### src/tbgd_pkg.sv
`default_nettype none

package tbgd_pkg;

    // Default width of the wrapping millisecond timebase
    localparam int TIME_BITS_DEF = 32;

    // Fixed field widths
    localparam int NOW_W  = 32;
    localparam int MS_W   = 16;
    localparam int CFG_AW = 3;
    localparam int CFG_DW = 16;
    localparam int S_DW   = 40;
    localparam int M_DW   = 8;

    // Register reset values
    localparam logic [MS_W-1:0] DEBOUNCE_RST = 16'd50;
    localparam logic [MS_W-1:0] LONG_RST     = 16'd1000;

    // Configuration register indexes
    typedef enum logic [CFG_AW-1:0] {
        CFG_DEBOUNCE = 3'd0,
        CFG_LONG_MS  = 3'd1,
        CFG_LONG_EN  = 3'd2,
        CFG_INV1     = 3'd3,
        CFG_INV2     = 3'd4
    } t_cfg_idx;

    // Event codes
    typedef enum logic [2:0] {
        EV_NONE = 3'd0,
        EV_ONE  = 3'd1,
        EV_TWO  = 3'd2,
        EV_BOTH = 3'd3,
        EV_LONG = 3'd4
    } t_event;

    // Debounced level of one button before and after the current sample
    typedef struct packed {
        logic prev;
        logic cur;
    } t_lane_st;

endpackage

`default_nettype wire

### src/two_button_gesture_debouncer_unit.sv
// Channel  Direction  Ports                               Beat contents (low bit up)
// s        in         i_s_tvalid o_s_tready i_s_tdata     raw_button1, raw_button2, now_ms
// m        out        o_m_tvalid i_m_tready o_m_tdata     event_res
// cfg      in         i_cfg_valid o_cfg_ready i_cfg_addr  i_cfg_data: register value
//
// One sample per clock while the output register can move; its event appears on the
// output register in the cycle after acceptance. The lane and gesture state update in
// the acceptance cycle, so the combinational compare and update path sets the rate.
// Reset (synchronous, active low) restores register defaults, clears all but r_event.
// A stalled output holds the input off only while the output register stays full.
`default_nettype none

module two_button_gesture_debouncer_unit
    import tbgd_pkg::*;
#(
    parameter int TIME_BITS = TIME_BITS_DEF
) (
    input  wire logic              i_clk,
    input  wire logic              i_rst_n,
    input  wire logic              i_s_tvalid,
    output logic                   o_s_tready,
    input  wire logic [S_DW-1:0]   i_s_tdata,   // raw_button1, raw_button2, now_ms[31:0], pad
    output logic                   o_m_tvalid,
    input  wire logic              i_m_tready,
    output logic [M_DW-1:0]        o_m_tdata,   // event_res[2:0], pad
    input  wire logic              i_cfg_valid,
    output logic                   o_cfg_ready,
    input  wire logic [CFG_AW-1:0] i_cfg_addr,
    input  wire logic [CFG_DW-1:0] i_cfg_data
);

    logic [MS_W-1:0]      r_debounce_ms;
    logic [MS_W-1:0]      r_long_ms;
    logic                 r_long_en;
    logic                 r_inv1;
    logic                 r_inv2;
    logic                 r_out_valid;
    t_event               r_event;
    logic                 accept;
    logic [TIME_BITS-1:0] now_t;
    t_lane_st             st1, st2;
    t_event               ev;

    // Configuration registers
    assign o_cfg_ready = 1'b1;

    always_ff @(posedge i_clk) begin
        if (!i_rst_n) begin
            r_debounce_ms <= DEBOUNCE_RST;
            r_long_ms     <= LONG_RST;
            r_long_en     <= 1'b0;
            r_inv1        <= 1'b0;
            r_inv2        <= 1'b0;
        end else if (i_cfg_valid) begin
            case (t_cfg_idx'(i_cfg_addr))
                CFG_DEBOUNCE: r_debounce_ms <= i_cfg_data;
                CFG_LONG_MS:  r_long_ms     <= i_cfg_data;
                CFG_LONG_EN:  r_long_en     <= i_cfg_data[0];
                CFG_INV1:     r_inv1        <= i_cfg_data[0];
                CFG_INV2:     r_inv2        <= i_cfg_data[0];
                default:      ;
            endcase
        end
    end

    // Input handshake: take a beat whenever the output register can move
    assign o_s_tready = ~r_out_valid | i_m_tready;
    assign accept     = i_s_tvalid & o_s_tready;
    assign now_t      = TIME_BITS'(i_s_tdata[NOW_W+1:2]);

    // One debounce lane per button
    tbgd_lane #(.TIME_BITS(TIME_BITS)) u_lane1 (
        .i_clk         (i_clk),
        .i_rst_n       (i_rst_n),
        .i_accept      (accept),
        .i_level       (i_s_tdata[0] ^ r_inv1),
        .i_now         (now_t),
        .i_debounce_ms (r_debounce_ms),
        .o_st          (st1)
    );

    tbgd_lane #(.TIME_BITS(TIME_BITS)) u_lane2 (
        .i_clk         (i_clk),
        .i_rst_n       (i_rst_n),
        .i_accept      (accept),
        .i_level       (i_s_tdata[1] ^ r_inv2),
        .i_now         (now_t),
        .i_debounce_ms (r_debounce_ms),
        .o_st          (st2)
    );

    // Gesture merge
    tbgd_combo #(.TIME_BITS(TIME_BITS)) u_combo (
        .i_clk     (i_clk),
        .i_rst_n   (i_rst_n),
        .i_accept  (accept),
        .i_now     (now_t),
        .i_long_en (r_long_en),
        .i_long_ms (r_long_ms),
        .i_st1     (st1),
        .i_st2     (st2),
        .o_event   (ev)
    );

    // Output register
    always_ff @(posedge i_clk) begin
        if (!i_rst_n) begin
            r_out_valid <= 1'b0;
        end else if (o_s_tready) begin
            r_out_valid <= i_s_tvalid;
        end
    end

    always_ff @(posedge i_clk) begin
        if (accept) begin
            r_event <= ev;
        end
    end

    assign o_m_tvalid = r_out_valid;
    assign o_m_tdata  = {(M_DW-3)'(0), r_event};

endmodule

`default_nettype wire

### src/tbgd_lane.sv
`default_nettype none

module tbgd_lane
    import tbgd_pkg::*;
#(
    parameter int TIME_BITS = TIME_BITS_DEF
) (
    input  wire logic                 i_clk,
    input  wire logic                 i_rst_n,
    input  wire logic                 i_accept,
    input  wire logic                 i_level,
    input  wire logic [TIME_BITS-1:0] i_now,
    input  wire logic [MS_W-1:0]      i_debounce_ms,
    output t_lane_st                  o_st
);

    logic                 r_raw_prev, n_raw_prev;
    logic                 r_stable,   n_stable;
    logic [TIME_BITS-1:0] r_change,   n_change;
    logic [TIME_BITS-1:0] since;

    // Edge qualification against the last accepted change (wrapping)
    always_comb begin
        since      = i_now - r_change;
        n_raw_prev = i_level;
        n_stable   = r_stable;
        n_change   = r_change;
        if (i_level != r_raw_prev && since >= TIME_BITS'(i_debounce_ms)) begin
            n_stable = i_level;
            n_change = i_now;
        end
    end

    assign o_st.prev = r_stable;
    assign o_st.cur  = n_stable;

    // Lane state
    always_ff @(posedge i_clk) begin
        if (!i_rst_n) begin
            r_raw_prev <= 1'b0;
            r_stable   <= 1'b0;
            r_change   <= '0;
        end else if (i_accept) begin
            r_raw_prev <= n_raw_prev;
            r_stable   <= n_stable;
            r_change   <= n_change;
        end
    end

endmodule

`default_nettype wire

### src/tbgd_combo.sv
`default_nettype none

module tbgd_combo
    import tbgd_pkg::*;
#(
    parameter int TIME_BITS = TIME_BITS_DEF
) (
    input  wire logic                 i_clk,
    input  wire logic                 i_rst_n,
    input  wire logic                 i_accept,
    input  wire logic [TIME_BITS-1:0] i_now,
    input  wire logic                 i_long_en,
    input  wire logic [MS_W-1:0]      i_long_ms,
    input  t_lane_st                  i_st1,
    input  t_lane_st                  i_st2,
    output t_event                    o_event
);

    logic                 r_combo_active, n_combo_active;
    logic [TIME_BITS-1:0] r_press_start,  n_press_start;
    logic [TIME_BITS-1:0] held_for;
    logic fell1, fell2, rose1, rose2, held1, held2, idle1, idle2;

    // Merge the two lanes into one gesture event
    always_comb begin
        fell1 =  i_st1.prev & ~i_st1.cur;
        fell2 =  i_st2.prev & ~i_st2.cur;
        rose1 = ~i_st1.prev &  i_st1.cur;
        rose2 = ~i_st2.prev &  i_st2.cur;
        held1 =  i_st1.prev &  i_st1.cur;
        held2 =  i_st2.prev &  i_st2.cur;
        idle1 = ~i_st1.prev & ~i_st1.cur;
        idle2 = ~i_st2.prev & ~i_st2.cur;
        held_for       = i_now - r_press_start;
        n_combo_active = r_combo_active;
        n_press_start  = r_press_start;
        o_event        = EV_NONE;
        if (fell1 && !r_combo_active) begin
            if (held2) n_combo_active = 1'b1;
            else       o_event = EV_ONE;
        end else if (fell2 && !r_combo_active) begin
            if (held1) n_combo_active = 1'b1;
            else       o_event = EV_TWO;
        end else if (i_long_en && (rose1 || rose2)) begin
            n_press_start = i_now;
        end else if (r_combo_active && idle1 && idle2) begin
            n_combo_active = 1'b0;
            // zero start time means no press was recorded
            if (i_long_en && r_press_start != '0 &&
                held_for >= TIME_BITS'(i_long_ms)) begin
                n_press_start = '0;
                o_event       = EV_LONG;
            end else begin
                o_event = EV_BOTH;
            end
        end
    end

    // Gesture state
    always_ff @(posedge i_clk) begin
        if (!i_rst_n) begin
            r_combo_active <= 1'b0;
            r_press_start  <= '0;
        end else if (i_accept) begin
            r_combo_active <= n_combo_active;
            r_press_start  <= n_press_start;
        end
    end

`ifndef SYNTHESIS
    // long event needs the feature switched on
    a_long_needs_en: assert property (@(posedge i_clk) disable iff (!i_rst_n)
        i_accept && !i_long_en |-> o_event != EV_LONG)
        else $error("long event while long press disabled");

    // combined events only close an active combo
    a_both_needs_combo: assert property (@(posedge i_clk) disable iff (!i_rst_n)
        i_accept && (o_event == EV_BOTH || o_event == EV_LONG) |-> r_combo_active)
        else $error("combined event without active combo");

    // long event consumes the recorded start time
    a_long_clears_start: assert property (@(posedge i_clk) disable iff (!i_rst_n)
        i_accept && o_event == EV_LONG |=> r_press_start == '0 && !r_combo_active)
        else $error("long event left press state behind");
`endif

endmodule

`default_nettype wire

### config.mk
export PLATFORM = sky130hd
export DESIGN_NAME = two_button_gesture_debouncer_unit
export DESIGN_NICKNAME = d
export VERILOG_FILES = /design/src/tbgd_pkg.sv /design/src/two_button_gesture_debouncer_unit.sv /design/src/tbgd_lane.sv /design/src/tbgd_combo.sv
export SDC_FILE = /design/constraint.sdc
export NUM_CORES = 1
export LEC_CHECK = 0
export BUFFER_PORTS_ARGS = -buffer_cell sky130_fd_sc_hd__buf_4
export CORE_UTILIZATION = 65
export DETAILED_ROUTE_END_ITERATION = 16
export PLACE_DENSITY = 0.84
export SYNTH_ARGS = -nofsm -noshare
export SYNTH_HDL_FRONTEND = slang
export SYNTH_SLANG_ARGS = --single-unit
### constraint.sdc
create_clock -name i_clk -period 8.48 [get_ports i_clk]
set_input_delay 1.272 -clock i_clk [delete_from_list [all_inputs] [get_ports i_clk]]
set_output_delay 1.272 -clock i_clk [all_outputs]
set_load 0.05 [all_outputs]
* After elaboration in Yosys (flattened, before gate mapping) *
Index checks and enable logic that the tools add are counted.

storage, ports and cells
  register bits after elaboration = 140
  output and inout bits = 11

operators by class
  $add $sub $neg = 3
  $lt $le $gt $ge = 3
  eq/ne operators = 9
  multiplexer cells = 18
  bitwise operators = 19
  reduce and logical (&&, ||, !) cells = 25

operators with widths
  kind                count
  $ge 32x16->1        3
  $mux 32             3
  $sub 32x32->32      3
  $reduce_bool 32->1  1
  $mux 3              5
  $reduce_and 2->1    7
  $reduce_and 5->1    2
  $and 1x1->1         9
  $logic_and 1x1->1   9
  $mux 1              9
  $not 1->1           7
  $eq 3x2->1 const B  2
  $ne 3x1->1 const B  2
  $reduce_bool 2->1   2
  $eq 3x1->1 const B  1
  $eq 3x3->1 const B  1
  $logic_not 3->1     1
  $reduce_bool 3->1   1
  $mux 2              1
  $ne 1x1->1          2
  $ne 2x1->1 const B  1
  $xor 1x1->1         2
  $logic_not 1->1     1
  $logic_or 1x1->1    1
  $or 1x1->1          1

* Logic depth before layout (Yosys ltp) *
  depth in word-level cells = 12
  gate-level depth with buffers = 25
  mapped depth without buffers = 24

* Hierarchy *
A second synthesis with hierarchy kept.

second synthesis, totals
  cells, all modules = 1783
  area, all modules = 13523.0 um2

modules (own cells, without submodules)
  module                             times used  cells an instance  area an instance (um2)  sequential area each (um2)
  tbgd_lane (u_lane2)                1           539                4112.7                  680.7
  tbgd_lane (u_lane1)                1           528                3940.0                  680.7
  tbgd_combo                         1           554                3837.4                  660.6
  two_button_gesture_debouncer_unit  1           162                1632.8                  810.8

* Worst setup path after synthesis *
Ideal clock, no wire load.

  kind = input -> register
  start = in i_s_tdata[6]
  end = reg u_combo.r_press_start[0]
  library setup time = 0.059 ns
  arrival time = 5.692 ns
  data required time = 8.421 ns
  slack = 2.729 ns
  stages = 21
  path buffers = 2
  cells stage by stage = ha_1 -> clkbuf_1 -> o2111ai_1 -> a31oi_1 -> nor4b_1 -> or3_1 -> o21ai_0 -> xor2_1 -> ha_1 -> a221o_1 -> a311oi_1 -> nand4_1 -> a2111oi_2 -> o21ai_0 -> or4_1 -> nor4_1 -> nand4_1 -> and4bb_4 -> o2bb2ai_4 -> buf_6 -> a22o_1

on the way
  cells in the longest elaborated chain, start to end = 10
  elaborated cells between the ends (all ways) = 31
  classes of those cells = add/sub (3); order compare (3); mux (3); bitwise (10); reduce/logical (12)

RTL lines
  item                             RTL line                                 source
  start: declaration               two_button_gesture_debouncer_unit.sv:22  input wire logic [S_DW-1:0] i_s_tdata,
  $sub 32x32->32                   tbgd_lane.sv:24                          since = i_now - r_change;
  $ge 32x16->1                     tbgd_lane.sv:28                          if (i_level != r_raw_prev && since >= TIME_BITS'(i_debounce_ms)) begin
  $logic_and 1x1->1                tbgd_lane.sv:28
  $mux 1                           tbgd_lane.sv:28
  $not 1->1                        tbgd_combo.sv:26, tbgd_combo.sv:32
  $and 1x1->1                      tbgd_combo.sv:32                         idle1 = ~i_st1.prev & ~i_st1.cur;
  $logic_and 1x1->1 (2 in series)  tbgd_combo.sv:46                         end else if (r_combo_active && idle1 && idle2) begin
  $reduce_bool 2->1 (no line)      -
  $reduce_and 5->1 (no line)       -
  end signal: assignment           tbgd_combo.sv:66                         r_press_start <= n_press_start;
  end: declaration                 tbgd_combo.sv:20                         logic [TIME_BITS-1:0] r_press_start, n_press_start;

Several ways; a longest one is shown, not always the timed one.
A chain may end at the register's enable or synchronous reset.

* Worst setup path after layout *
  start = in i_s_tdata[7]
  end = reg u_combo.r_press_start[0]

Same word-level chain as after synthesis.

==> summary.txt <==
Run status
  – Status: completed

Floorplan
  – Die ar.: just over 0.02 sq mm
  – Initial Util: approximately 66%
  – Core area: between 0.015 and 0.02 sq mm
  – Die width: between 100 and 150 um
  – Num rows: between 50 and 60
  – I/O Pins: 75
  – Die Ht: approximately 140 um

Cells and area
  – Area occupied by multi-input gates: roughly 0.0090 sq mm
  – Post-route core utilization: between 70% and 80%
  – Share of cells above drive strength 1: 9.73%
  – FF/Latch Area: between 0.002 and 0.003 sq mm
  – ANT cells: 0
  – Layout area overhead: 8.23%
  – Nets: 1808
  – Filler cell count: about 1600

Clock tree
  – CTS tree: built
  – Clock Sinks: 140
  – # hold bufs at CTS: 0
  – Max clock buf depth: 2
  – Worst-Skew Late Latency: 430 ps
  – Root buf cell: clkbuf_16
  – Post-CTS Setup Bufs: 0
  – TritonCTS buffer count: 17
  – Reg clk slew, reported paths: roughly 80 ps
  – Post-CTS sizing: 0
  – Htree depth: 4

Place
  – Pre-CTS setup slack: about 1200 ps
  – IO buf count: 62
  – RePlAce Congestion: just under 1
  – DP HPWL: around 27000 um

Worst setup path
  – Flop2flop setup slack: about 2200 ps
  – Crit-path max FO: 32
  – Worst Path Arrival: about 7300 ps
  – Startpoint types: input pin
  – Worst Setup End Kind: flop
  – CP required: 8850 ps
  – Crit path kind: in -> reg

Synth
  – Ys Warns: 0
  – Number of distinct library cells after synthesis: around 100
  – Synth Flop Type: dfxtp_1
  – Avg Synthesized Cell Area: between 8 and 9 sq um
  – Post-Syn Area: 0.0128 sq mm
  – FFs w/ async S/R, synth: 0%
  – Post-synth EDFFs: 3
  – Number of synthesized register bits: 140
  – Register area share after synthesis: 22.1%
  – Cells after Synth: 1587

Drt
  – Routed len/inst: ~18 um
  – # DRC: 0
  – Vias: 11900
  – Initial DRT Pass Iterations: 6
  – Vias per inst: roughly 6.4
  – First-iteration detailed-routing DRC count: about 930
  – Post-route ant nets: 0
  – Post-Route WL: 34600 um

Timing
  – Fin crit share: ~82%
  – Final hold violations: 0
  – Post-Route Setup TNS: 0 ps
  – Clock Skew: 12.8 ps
  – Relative slew slack: roughly a fifth
  – Fmax: ~140 MHz
  – Final setup margin: around 1600 ps
  – Final setup fails: 0
  – Unrepaired setup endpoints after global routing: false
  – Final Critical Period: slightly below 7000 ps
  – Worst Tran Pin Value: 1170 ps
  – Slew Viols, Final: 0

Run
  – Max-cap viol count: 0

Pwr
  – Pwr Density: 162 mW/mm^2
  – Worst VDD drop: ~0.14 mV
  – Final Power: between 2 and 2.5 mW
  – Leak pwr: roughly 5.4 nW

Global route
  – Vias in the first global route: between 10000 and 15000
  – First-pass GRT wire length: ~55000 um
  – Gr usage total: about a third
  – Gr ovfl total: 0
  – Largest net degree at the start of global routing: between 100 and 150
  – Initial antenna violation count: 1

Worst hold path
  – Hold Path Class: reg -> reg
==> final timing paths <==
check                                                 startpoint                                     to  cells past startpoint
worst max register to register  u_lane1.r_change[5]$_SDFFE_PN0P_  u_combo.r_press_start[0]$_SDFFE_PN0P_                     21
worst min-delay path                   r_long_ms[4]$_SDFFE_PN0P_              r_long_ms[4]$_SDFFE_PN0P_                      2
worst min register to register         r_long_ms[4]$_SDFFE_PN0P_              r_long_ms[4]$_SDFFE_PN0P_                      2
worst max-delay path                                i_s_tdata[7]  u_combo.r_press_start[0]$_SDFFE_PN0P_                     21
==> cell families (layout without fill, tap and decap cells) <==
family | Yosys count | count (layout) | synth area share (%)
AND/OR/NAND/NOR | 487 | 487 | 20.2
AO/OA/AOI/OAI | 443 | 443 | 25.2
buffers and inverters | 230 | 252 | 7.84
adder cells (fa/ha/maj) | 144 | 144 | 14.2
flip-flops | 140 | 140 | 22.1
multiplexers | 75 | 75 | 5.86
XOR/XNOR | 66 | 66 | 4.50
other | 2 | 6 | 0.0585
==> cells in the final DEF, fill, tap and decap left out, drive strengths merged, types with 11 or more instances in the layout <==
master  count
mux2i      73
buf        66
and3       11
nor4       18
a21boi     30
nor3       34
a211oi     18
nand4      35
a21oi      97
ha        141
xor2       18
nand3      31
o21ai      57
o211ai     17
nand2     129
o21bai     11
a21o       43
nand2b     24
o21a       26
a22o       32
nor2       72
clkbuf     17
or3        15
xnor2      48
a31oi      13
nor2b      75
inv       161
dfxtp     137
==> flip-flops by register name, indices dropped and copies added, names as in the netlist, 3 cells and up <==
signal and flops:
u_lane1.r_change 32, r_debounce_ms 16, r_event 3, u_lane2.r_change 32, r_long_ms 16, u_combo.r_press_start 32
==> stage by stage <==
step | hold slack (ps) | cells | instance area [sq um]
2_1_floorplan | 443 | 1591 | 12900
3_3_place_gp | 454 | 1846 | 13300
3_5_place_dp | 459 | 1846 | 13300
4_1_cts | 470 | 1878 | 13900
5_1_grt | 506 | 1878 | 13900
6_report | 468 | 1878 | 13900
==> layer usage <==
layer | share of wire, % | vias up | global-route usage (%)
met5 | 0.049 | - | 0
met4 | 3.4 | 2 | 15.1
met3 | 6.5 | 92 | 4.74
met2 | 46 | 428 | 57.2
met1 | 44 | 5667 | 44.3
li1 | - | 5758 | -
==> worst max-delay path: stages <==
cell and delay [ps]:
buf_4 150, ha_1 360, o21a_1 220, o21ai_0 130
o21ba_2 220, a211oi_1 620, o21ai_0 310, xor2_1 200
ha_1 300, a21oi_1 160, nor2b_1 60, o21ai_0 180
o221ai_1 140, or3_1 380, a2111oi_2 290, nand4_1 170
nor4_2 800, or2_2 270, o221ai_2 130, o2bb2ai_4 640
a22o_1 260
==> power breakdown <==
group          internal (mW)  leakage, nW  switching [mW]  total, mW
Sequential             0.687         1.14          0.0157      0.703
Combinational          0.306         3.92           0.447      0.754
Clock                  0.452        0.304           0.340      0.792
==> cell type report <==
cell class / instances / area share [%]
clock buffer: 17 / 3.06
sequential: 140 / 20.4
multi-input combinational: 1221 / 65.0
clock inverter: 15 / 1.44
timing repair buffer: 66 / 3.56
inverter: 154 / 4.16
tap: 265 / 2.38
==> synth_stat cells (all sizes together), types with 34 or more instances <==
library cell / count / area (sq um)
o21ai: 57 / 289
a21o: 43 / 323
mux2i: 73 / 731
nor3: 34 / 191
xnor2: 48 / 420
ha: 141 / 1760
nand4: 35 / 231
a21oi: 97 / 504
nor2b: 75 / 469
nor2: 72 / 273
nand2: 129 / 487
buf: 44 / 307
inv: 153 / 574
dfxtp: 137 / 2740
Note: power is estimated with default switching activity, not from simulation.
